## src/sv/tmf_pkg.sv

```systemverilog
// ----------------------------------------------------------------------------
// tmf_pkg
// Shared types and constants for the temporal median pixel filter.
// ----------------------------------------------------------------------------
`default_nettype none

package tmf_pkg;

	localparam int MAX_FRAMES = 16;
	localparam int MAX_PIXELS = 4096;

	localparam int SLOT_W   = $clog2(MAX_FRAMES);
	localparam int POS_W    = $clog2(MAX_PIXELS);
	localparam int NF_W     = 5;
	localparam int NP_W     = 13;
	localparam int ADDR_W   = SLOT_W + POS_W;
	localparam int DEPTH    = MAX_FRAMES * MAX_PIXELS;
	localparam int CFG_IDX_W = 2;
	localparam int CFG_DATA_W = 13;

	localparam logic [CFG_IDX_W-1:0] CFG_FRAMES = 2'd0;
	localparam logic [CFG_IDX_W-1:0] CFG_PIXELS = 2'd1;

	localparam logic [NF_W-1:0] FRAMES_RESET = 5'd15;
	localparam logic [NP_W-1:0] PIXELS_RESET = 13'd4096;

	// Reciprocal of three for sums up to 765: floor(s * 683 / 2048) is exact.
	localparam logic [9:0] RECIP3 = 10'd683;

	typedef struct packed {
		logic [7:0] red;
		logic [7:0] green;
		logic [7:0] blue;
	} pix_in_t;

	typedef struct packed {
		logic [7:0] median_value;
		logic       history_valid;
		logic       frame_end;
	} pix_out_t;

	typedef struct packed {
		logic [7:0]        gray;
		logic [SLOT_W-1:0] slot;
		logic [POS_W-1:0]  pos;
		logic [NF_W-1:0]   nf;
		logic              valid;
		logic              last;
	} cmd_t;

endpackage

`default_nettype wire

```

## src/sv/tmf_fifo.sv

```systemverilog
// ----------------------------------------------------------------------------
// tmf_fifo
// Two-entry queue of pixel commands between the front and the back.
// ----------------------------------------------------------------------------
`default_nettype none

module tmf_fifo (
	input  wire logic          clk,
	input  wire logic          arst_n,
	input  wire logic          push,
	input  wire tmf_pkg::cmd_t push_data,
	output logic               full,
	input  wire logic          pop,
	output tmf_pkg::cmd_t      pop_data,
	output logic               empty
);

	tmf_pkg::cmd_t ent_q [2];
	logic          wr_ptr_q;
	logic          rd_ptr_q;
	logic [1:0]    count_q;

	assign full     = count_q == 2'd2;
	assign empty    = count_q == 2'd0;
	assign pop_data = ent_q[rd_ptr_q];

	always_ff @(posedge clk) begin
		if (push) begin
			ent_q[wr_ptr_q] <= push_data;
		end
	end

	always_ff @(posedge clk or negedge arst_n) begin
		if (!arst_n) begin
			wr_ptr_q <= 1'b0;
			rd_ptr_q <= 1'b0;
			count_q  <= '0;
		end else begin
			if (push) begin
				wr_ptr_q <= !wr_ptr_q;
			end
			if (pop) begin
				rd_ptr_q <= !rd_ptr_q;
			end
			if (push && !pop) begin
				count_q <= count_q + 2'd1;
			end else if (pop && !push) begin
				count_q <= count_q - 2'd1;
			end
		end
	end

endmodule

`default_nettype wire

```

## config.mk

```make
export PLATFORM = sky130hd
export DESIGN_NAME = tmf_fifo
export DESIGN_NICKNAME = d
export VERILOG_FILES = /design/src/sv/tmf_pkg.sv /design/src/sv/tmf_fifo.sv
export SDC_FILE = /design/constraint.sdc
export NUM_CORES = 1
export LEC_CHECK = 0
export BUFFER_PORTS_ARGS = -buffer_cell sky130_fd_sc_hd__buf_4
export CELL_PAD_IN_SITES_DETAIL_PLACEMENT = 0
export CELL_PAD_IN_SITES_GLOBAL_PLACEMENT = 2
export CORE_MARGIN = 1.5
export CORE_UTILIZATION = 38
export CTS_CLUSTER_DIAMETER = 80
export CTS_CLUSTER_SIZE = 12
export DETAILED_ROUTE_END_ITERATION = 10
export PLACE_DENSITY = 0.85
export SYNTH_ARGS = -nofsm -noshare
export SYNTH_HDL_FRONTEND = slang
export SYNTH_SLANG_ARGS = --single-unit
```

## constraint.sdc

```tcl
create_clock -name clk -period 2.6 [get_ports clk]
set_clock_uncertainty 0.1 [all_clocks]
set_input_delay 0.39 -clock clk [delete_from_list [all_inputs] [get_ports clk]]
set_output_delay 0.39 -clock clk [all_outputs]
set_load 0.005 [all_outputs]
```

==> results.py <==
metrics = {
    "status": {
        "status": "finished with violations",
        "violations": "DRC",
    },
    "drt": {
        "drt-vias-per-instance": 4.68,
        "ant_nets": 0,
        "routed-via-count": 1277,
        "drc": 6,
        "dr.first_iter.drc_count": 109,
        "wl_per_cell_um": 16.3,
        "firstDrtPassIters": 7,
        "routed_wl_um": 4440,
    },
    "die": {
        "std_cell_rows": 29,
        "die_area_sq_mm": 0.00729,
        "dieHeight_um": 85.4,
        "die_x_um": 85.4,
        "pin_count": 68,
        "start_util_pct": 39.9,
        "core_sq_mm": 0.00646,
    },
    "place": {
        "placed_cell_area_sq_mm": 0.00315,
        "port_buffers": 67,
        "gp_congestion": 0.663,
        "post-place-ws_ns": 0.787,
    },
    "global_route": {
        "grt_start_max_net_pins": 32,
        "gr-usage-met2_pct": 21.8,
        "grt_most_used_layer": "met2",
        "globalRouteTotalUtil_pct": 12.3,
        "use_met1_pct": 13.5,
        "antenna_found_initial": 0,
        "grt-ovfl-total": 0,
        "grt_pass1_wl_um": 6520,
        "grt.met3_usage_pct": 3.02,
        "grt_pass1_vias": 1281,
    },
    "power": {
        "p_int_uw": 2650,
        "p_seq_share_pct": 43.4,
        "p_per_area_mw_per_mm2": 1050,
        "p_clk_share_pct": 25.7,
        "ir_drop_mv": 0.699,
        "p_sw_uw": 906,
        "p_comb_share_pct": 30.9,
        "power.leakage_uw": 0.00137,
        "power_switching_share_pct": 25.5,
    },
    "timing": {
        "period_share_pct": 82.4,
        "tightest_slew_ns": 0.416,
        "layout_setup_ws_ns": 0.457,
        "hold_slack_ns": 0.147,
        "min_period_ns": 2.14,
        "relSlewSlack_pct": 72.3,
        "rsz0062_at_grt": "false",
        "hold_viol_final": 0,
        "timing.fmax_mhz": 467,
        "setup-violations-final": 0,
        "setup_tns_ns": 0,
        "drv_slew": 0,
    },
    "clocking": {
        "htree_levels": 3,
        "cts_resized": 0,
        "insertion_delay_ns": 0.32,
        "clkSlewWorstSetupHoldPaths_ns": 0.07,
        "clockRootBuffer": "clkbuf_8",
        "clockBufferDepth": 2,
        "clock-sinks": 66,
        "cts_inserted_buffers": 9,
        "post_cts_buffers": 0,
        "cts_tree": "done",
    },
    "flow_run": {
        "max_cap_violations": 0,
    },
    "layout": {
        "post-route-util_pct": 52.3,
        "final_cell_mix": "69 x buf_4, 62 x edfxtp_1, 29 x mux2_4",
        "area_growth_pct": 31.0,
        "fin_nets": 227,
        "fill_cells": 530,
        "mostFrequentLayoutCell": "buf_4",
        "drive_above_1_share_pct": 60.7,
        "diodes": 0,
        "stdcell_area_sq_mm": 0.00338,
    },
    "synthesis": {
        "synth_area_leaders": "edfxtp_1 72%, mux2_4 17%, dfrtp_1 3.9%",
        "synth-seq-area-share_pct": 76.1,
        "synth_seq_cells": 66,
        "synth_area_sq_mm": 0.00258,
        "syn-instance-count": 113,
        "synth_top_cell_by_area": "edfxtp_1",
        "yosys.area.top_type_share_pct": 72.2,
        "synth.avg_cell_area_sq_um": 22.8,
        "yosys_warnings": 0,
        "syn-num-nets": 149,
        "synth_cell_types": 13,
    },
    "worst_setup_path": {
        "required_ns": 2.11,
        "cp.arrival_ns": 1.65,
        "critical_path_class": "reg -> out",
        "startpoint_type": "flip-flop",
        "critPathMaxFanout": 21,
        "critical_path.endpoint_type": "output port",
    },
    "hold_path": {
        "hp-class": "in -> reg",
    },
}
## registers in the layout, summed over array words and instances, names as in the netlist
register,cells
rd_ptr_q,1
ent_q,62
wr_ptr_q,1
count_q,2
## cells in the mapped netlist
cell type	count
and2_1	1
ha_1	1
dfrtp_1	4
xor2_1	4
xnor2_1	1
mux2_4	29
buf_12	3
nor2_1	2
inv_1	1
buf_6	1
mux2_2	2
edfxtp_1	62
nor2b_1	2
## final timing paths
kind | start | end | slack, ns | depth (start not counted)
worst max-delay path | rd_ptr_q | pop_data[20] | 0.46 | 3
worst min-delay path | push_data[21] | ent_q[0][21] | 0.15 | 1
worst max register to register | wr_ptr_q | ent_q[1][27] | 1.20 | 2
worst min register to register | count_q[1] | count_q[1] | 0.40 | 1
max in group asynchronous | arst_n | rd_ptr_q | 2.00 | 2
min in group asynchronous | arst_n | count_q[1] | 0.29 | 2
## power groups by stage
stage	logic, uW	registers (uW)	clock network (uW)
2_1_floorplan	758	1500	0
3_3_place_gp	1100	1550	0
3_5_place_dp	1120	1570	0
4_1_cts	1120	1550	940
5_1_grt	1160	1560	977
6_report	1100	1540	913
## per-stage QoR
step / total power (uW) / cells
global route: 3700 / 273
detailed placement: 2690 / 256
floorplan: 2250 / 113
CTS: 3600 / 273
global placement: 2640 / 256
finish: 3550 / 273
## metal layers
layer | share of wire, % | vias up
met4 | 1.3 | 0
li1 | - | 592
met1 | 39 | 634
met2 | 54 | 45
met5 | 0 | -
met3 | 6.1 | 6
## worst max-delay path: stages (launching register included)
cell,delay (ns)
dfrtp_2,0.60
buf_12,0.25
mux2_4,0.33
buf_4,0.14
## cells by family (layout without fill, tap and decap cells)
| logic type | count (synthesis) | count (layout) | synth area share (%) |
|---|---|---|---|
| multiplexers | 31 | 31 | 17.8 |
| adder cells (fa/ha/maj) | 1 | 1 | 0.485 |
| buffers and inverters | 5 | 88 | 2.91 |
| XOR/XNOR | 5 | 5 | 1.70 |
| flip-flops | 66 | 66 | 76.1 |
| AND/OR/NAND/NOR | 5 | 5 | 1.02 |
## timing repair
item | CTS | global route
hold buffers | 1 | 0
endpoints found under the setup margin | 0 | 0
endpoints found under the hold margin | 4 | 0
## final cells by class
cell class | count | area (sq um) | share of cell area (%)
sequential | 66 | 1960 | 58.1
multi-input combinational | 42 | 548 | 16.2
timing repair buffer | 71 | 548 | 16.2
clock buffer | 9 | 124 | 3.67
tap | 77 | 96.3 | 2.85
clock inverter | 7 | 93.8 | 2.78
inverter | 1 | 3.75 | 0.111
No activity file was read; power rests on OpenSTA's default activity.
