`src/sv/tmf_pkg.sv`:
```
// ----------------------------------------------------------------------------
// tmf_pkg
// Shared types and constants for the temporal median pixel filter.
// ----------------------------------------------------------------------------
`default_nettype none

package tmf_pkg;

	localparam int MAX_FRAMES = 16;
	localparam int MAX_PIXELS = 4096;

	localparam int SLOT_W   = $clog2(MAX_FRAMES);
	localparam int POS_W    = $clog2(MAX_PIXELS);
	localparam int NF_W     = 5;
	localparam int NP_W     = 13;
	localparam int ADDR_W   = SLOT_W + POS_W;
	localparam int DEPTH    = MAX_FRAMES * MAX_PIXELS;
	localparam int CFG_IDX_W = 2;
	localparam int CFG_DATA_W = 13;

	localparam logic [CFG_IDX_W-1:0] CFG_FRAMES = 2'd0;
	localparam logic [CFG_IDX_W-1:0] CFG_PIXELS = 2'd1;

	localparam logic [NF_W-1:0] FRAMES_RESET = 5'd15;
	localparam logic [NP_W-1:0] PIXELS_RESET = 13'd4096;

	// Reciprocal of three for sums up to 765: floor(s * 683 / 2048) is exact.
	localparam logic [9:0] RECIP3 = 10'd683;

	typedef struct packed {
		logic [7:0] red;
		logic [7:0] green;
		logic [7:0] blue;
	} pix_in_t;

	typedef struct packed {
		logic [7:0] median_value;
		logic       history_valid;
		logic       frame_end;
	} pix_out_t;

	typedef struct packed {
		logic [7:0]        gray;
		logic [SLOT_W-1:0] slot;
		logic [POS_W-1:0]  pos;
		logic [NF_W-1:0]   nf;
		logic              valid;
		logic              last;
	} cmd_t;

endpackage

`default_nettype wire

```
`src/sv/tmf_front.sv`:
```
// ----------------------------------------------------------------------------
// tmf_front
// Accepts pixels, converts them to gray and tags each with its history slot,
// position and validity. Holds the configuration registers.
// ----------------------------------------------------------------------------
`default_nettype none

module tmf_front (
	input  wire logic                               clk,
	input  wire logic                               arst_n,
	input  wire logic                               in_valid,
	output logic                                    in_ready,
	input  wire tmf_pkg::pix_in_t                   in_data,
	input  wire logic                               cfg_we,
	input  wire logic [tmf_pkg::CFG_IDX_W-1:0]      cfg_index,
	input  wire logic [tmf_pkg::CFG_DATA_W-1:0]     cfg_wdata,
	output logic                                    push,
	output tmf_pkg::cmd_t                           cmd,
	input  wire logic                               q_full
);

	logic [tmf_pkg::NF_W-1:0]   frames_q;
	logic [tmf_pkg::NP_W-1:0]   pixels_q;
	logic [tmf_pkg::SLOT_W-1:0] slot_q;
	logic [tmf_pkg::POS_W-1:0]  pos_q;
	logic                       full_q;

	logic [tmf_pkg::NF_W-1:0]   nf;
	logic [tmf_pkg::NP_W-1:0]   np;
	logic [9:0]                 sum;
	logic [19:0]                prod;
	logic                       last;
	logic                       wrap;

	always_comb begin
		if (frames_q == '0) begin
			nf = tmf_pkg::NF_W'(1);
		end else if (frames_q > tmf_pkg::NF_W'(tmf_pkg::MAX_FRAMES)) begin
			nf = tmf_pkg::NF_W'(tmf_pkg::MAX_FRAMES);
		end else begin
			nf = frames_q;
		end
		if (pixels_q == '0) begin
			np = tmf_pkg::NP_W'(1);
		end else if (pixels_q > tmf_pkg::NP_W'(tmf_pkg::MAX_PIXELS)) begin
			np = tmf_pkg::NP_W'(tmf_pkg::MAX_PIXELS);
		end else begin
			np = pixels_q;
		end
	end

	assign sum  = 10'(in_data.red) + 10'(in_data.green) + 10'(in_data.blue);
	assign prod = 20'(sum) * 20'(tmf_pkg::RECIP3);
	assign last = (14'(pos_q) + 14'd1) >= 14'(np);
	assign wrap = (6'(slot_q) + 6'd1) >= 6'(nf);

	assign in_ready = !q_full;
	assign push     = in_valid && in_ready;

	always_comb begin
		cmd.gray  = prod[18:11];
		cmd.slot  = slot_q;
		cmd.pos   = pos_q;
		cmd.nf    = nf;
		cmd.valid = full_q || wrap;
		cmd.last  = last;
	end

	always_ff @(posedge clk or negedge arst_n) begin
		if (!arst_n) begin
			frames_q <= tmf_pkg::FRAMES_RESET;
			pixels_q <= tmf_pkg::PIXELS_RESET;
			slot_q   <= '0;
			pos_q    <= '0;
			full_q   <= 1'b0;
		end else if (cfg_we && (cfg_index == tmf_pkg::CFG_FRAMES ||
				cfg_index == tmf_pkg::CFG_PIXELS)) begin
			if (cfg_index == tmf_pkg::CFG_FRAMES) begin
				frames_q <= cfg_wdata[tmf_pkg::NF_W-1:0];
			end else begin
				pixels_q <= cfg_wdata;
			end
			// A write to the frames or pixels register restarts filling the history.
			slot_q <= '0;
			pos_q  <= '0;
			full_q <= 1'b0;
		end else if (push) begin
			if (last) begin
				pos_q <= '0;
				if (wrap) begin
					slot_q <= '0;
					full_q <= 1'b1;
				end else begin
					slot_q <= slot_q + 1'b1;
				end
			end else begin
				pos_q <= pos_q + 1'b1;
			end
		end
	end

endmodule

`default_nettype wire

```
`config.mk`:
```
export PLATFORM = sky130hd
export DESIGN_NAME = tmf_front
export DESIGN_NICKNAME = d
export VERILOG_FILES = /design/src/sv/tmf_pkg.sv /design/src/sv/tmf_front.sv
export SDC_FILE = /design/constraint.sdc
export NUM_CORES = 1
export LEC_CHECK = 0
export ABC_AREA = 1
export ABC_CLOCK_PERIOD_IN_PS = 8900
export BUFFER_PORTS_ARGS = -buffer_cell sky130_fd_sc_hd__buf_2
export CORE_MARGIN = 10
export CORE_UTILIZATION = 35
export DETAILED_ROUTE_END_ITERATION = 6
export PLACE_DENSITY = 0.56
export SLEW_MARGIN = 10
export SYNTH_ARGS = -nofsm -noshare
export SYNTH_HDL_FRONTEND = slang
export SYNTH_SLANG_ARGS = --single-unit
```
`constraint.sdc`:
```
create_clock -name clk -period 8.9 [get_ports clk]
set_input_delay 0.445 -clock clk [delete_from_list [all_inputs] [get_ports clk]]
set_output_delay 0.445 -clock clk [all_outputs]
set_load 0.02 [all_outputs]
```
==> flow_summary.json <==
{
  "ys_warn_count": 0,
  "clk_latency_ns": 0.28,
  "drt_wl_total_um": 11050,
  "viasPerCell": 4.755,
  "io_pins": 77,
  "synth_seq_cells": 35,
  "synth_top_family_by_area": "adder cells",
  "ctsResizeCount": 0,
  "netlist_area_um2": 4728,
  "cts-hold-fix-buffers": 0,
  "ant_nets": 0,
  "grt_use_total": 0.1225,
  "start_util": 0.3570,
  "htree_num_levels": 2,
  "worstMarginPinSlew_ns": 0.7915,
  "syn_area_per_cell_um2": 7.688,
  "max_slew_margin": 0.4724,
  "die_y_um": 136.2,
  "clk_path_buf_depth": 2,
  "rows": 42,
  "crit_path_max_fanout": 5,
  "vias": 4132,
  "dp_hpwl_um": 9790,
  "yosys.area_share.adder": 0.3435,
  "postSynthCellCount": 615,
  "async_flop_share": 1.000,
  "synth_xor_area_frac": 0.04948,
  "wl_per_cell_um": 12.71,
  "drc": 0,
  "grt_setup_unrepaired": "false",
  "skew_ns": 0.007406,
  "tns_ns": 0,
  "synthSimpleGateAreaFrac": 0.2178,
  "synth.distinct_cells": 39,
  "period_share": 0.7189,
  "ys_seq_area_frac": 0.1866,
  "coreArea_um2": 13240,
  "finalHoldViolCount": 0,
  "startpoint_type": "input port",
  "grt_start_max_net_pins": 36,
  "status": "finished clean",
  "fin_crit_ns": 6.398,
  "area_delta_synth_final_pct": 15.80,
  "r2r_cells": 16,
  "layout_common_cells": "nand2_1 (145), inv_1 (118), ha_1 (85)",
  "die_w_um": 136.2,
  "clk_pin_slew_ns": 0.05,
  "synth_edf_count": 0,
  "cts_setup_buffers": 0,
  "setup_viol": 0,
  "grt_pass1_wl_um": 19220,
  "final_common_cell": "nand2_1",
  "antenna_cells": 0,
  "drive_gt1_frac": 0.1645,
  "portBuffers": 76,
  "drt_iter0_markers": 229,
  "synth_mux_area_frac": 0.01667,
  "firstDrtPassIters": 4,
  "cts_buffers": 5,
  "startpoint": "in_data[1]",
  "cp_data_arrival_time_ns": 5.95,
  "antenna_found_initial": 0,
  "drv_cap": 0,
  "worstSetupPathType": "input port to output pin",
  "cp-endpoint": "cmd[27]",
  "gp_congestion": 0.8581,
  "synth_compound_area_frac": 0.08097,
  "nNetsFinal": 849,
  "hold_ws_ns": 0.2512,
  "required_ns": 8.46,
  "min_path_type": "input port to asynchronous set/reset pin",
  "crit_path_end_kind": "output pin",
  "clock_sinks": 35,
  "synth_ff_type": "dfrtp_1",
  "overflow": 0,
  "rr_endpoint": "pos_q[9]",
  "r2r_slack_ns": 5.84,
  "cts_root_buf": "clkbuf_16",
  "grt_pass1_vias": 4252,
  "fillers": 1392,
  "drv_slew": 0,
  "syn_nets": 772,
  "cts_tree": "yes",
  "die_area_um2": 18560,
  "fmax_ghz": 0.1563,
  "r2r_start": "pos_q[0]"
}
[critical path: stages]
cell and delay (ns):
buf_2 0.07, inv_1 0.04, fa_1 0.46, inv_1 0.07, ha_1 0.18, inv_1 0.06
fa_1 0.39, inv_1 0.08, nand3_1 0.10, nand2_4 0.13, xor2_2 0.35, xor2_2 0.24
inv_1 0.07, ha_1 0.27, inv_1 0.05, fa_1 0.53, inv_1 0.05, fa_1 0.50
inv_1 0.06, fa_1 0.49, inv_1 0.04, ha_1 0.32, a21oi_1 0.21, o21ai_0 0.10
a211oi_1 0.28, nand3_1 0.11, nand2_1 0.08, buf_2 0.16
[sequential cells by signal (all words and copies together), names as in the netlist]
register  cells
slot_q        4
frames_q      5
pos_q        12
pixels_q     13
full_q        1
[cells in the mapped netlist (3+ instances only)]
master	instances	area, µm²
nand2_1	145	544.3
inv_1	118	442.9
ha_1	85	1064
nand3_1	40	200.2
dfrtp_1	30	750.7
nor2_1	30	112.6
fa_1	28	560.5
a21oi_1	23	115.1
o21ai_1	17	85.08
xor2_1	15	131.4
o21ai_0	11	55.05
nand4_1	9	56.30
mux2_2	7	78.83
inv_2	6	22.52
dfstp_2	5	131.4
nor4_1	5	31.28
clkbuf_1	4	15.01
o21bai_1	4	30.03
nor3_1	3	15.01
o21a_1	3	22.52
xnor2_1	3	26.28
xor2_2	3	48.80
[layout make-up]
type                            count  area (µm²)  area share
Inverter                          125       469.2     0.08569
Sequential cell                    35       882.1      0.1611
Tap cell                          176       220.2     0.04022
Multi-Input combinational cell    449        3349      0.6117
Clock inverter                      2       35.03    0.006399
Clock buffer                        6       138.9     0.02537
Timing Repair Buffer               76       380.4     0.06947
[stage by stage]
stage	setup WS (ns)	utilization	std cells	cell area, µm²
final	2.502	0.4135	869	5475
after global routing	2.047	0.4135	869	5475
after CTS	2.445	0.4135	869	5475
after detailed placement	2.441	0.4003	861	5301
after global placement	2.554	0.4003	861	5301
after floorplan	2.985	-	615	4728
[cell families (layout without fill, tap and decap cells)]
group	after synthesis	in the layout
and+or+nand+nor	241	241
adders and majority gates	113	113
DFF	35	35
muxes	7	7
xor gates and xnor gates	22	22
buffers and inverters	131	209
AOI/OAI and AO/OA	66	66
[worst min-delay path by stage]
| stage | cells after the start | to | slack, ns |
|---|---|---|---|
| detailed placement | 2 | frames_q[2] | 0.47 |
| CTS | 1 | frames_q[4] | 0.27 |
| finish | 1 | frames_q[4] | 0.25 |
| floorplan | 0 | frames_q[4] | 0.15 |
| global placement | 2 | full_q | 0.45 |
| global route | 1 | frames_q[4] | 0.32 |
[metal layers]
layer | up-vias | wire length (µm) | track usage
met5 | - | 0 | 0
met4 | 0 | 76 | 0.02130
met3 | 7 | 541 | 0.02140
met2 | 77 | 5675 | 0.2246
met1 | 1928 | 4755 | 0.1471
li1 | 2120 | - | -
Power is not shown: default switching activity piles up to over one toggle a cycle in this logic, so the estimate is an artifact.
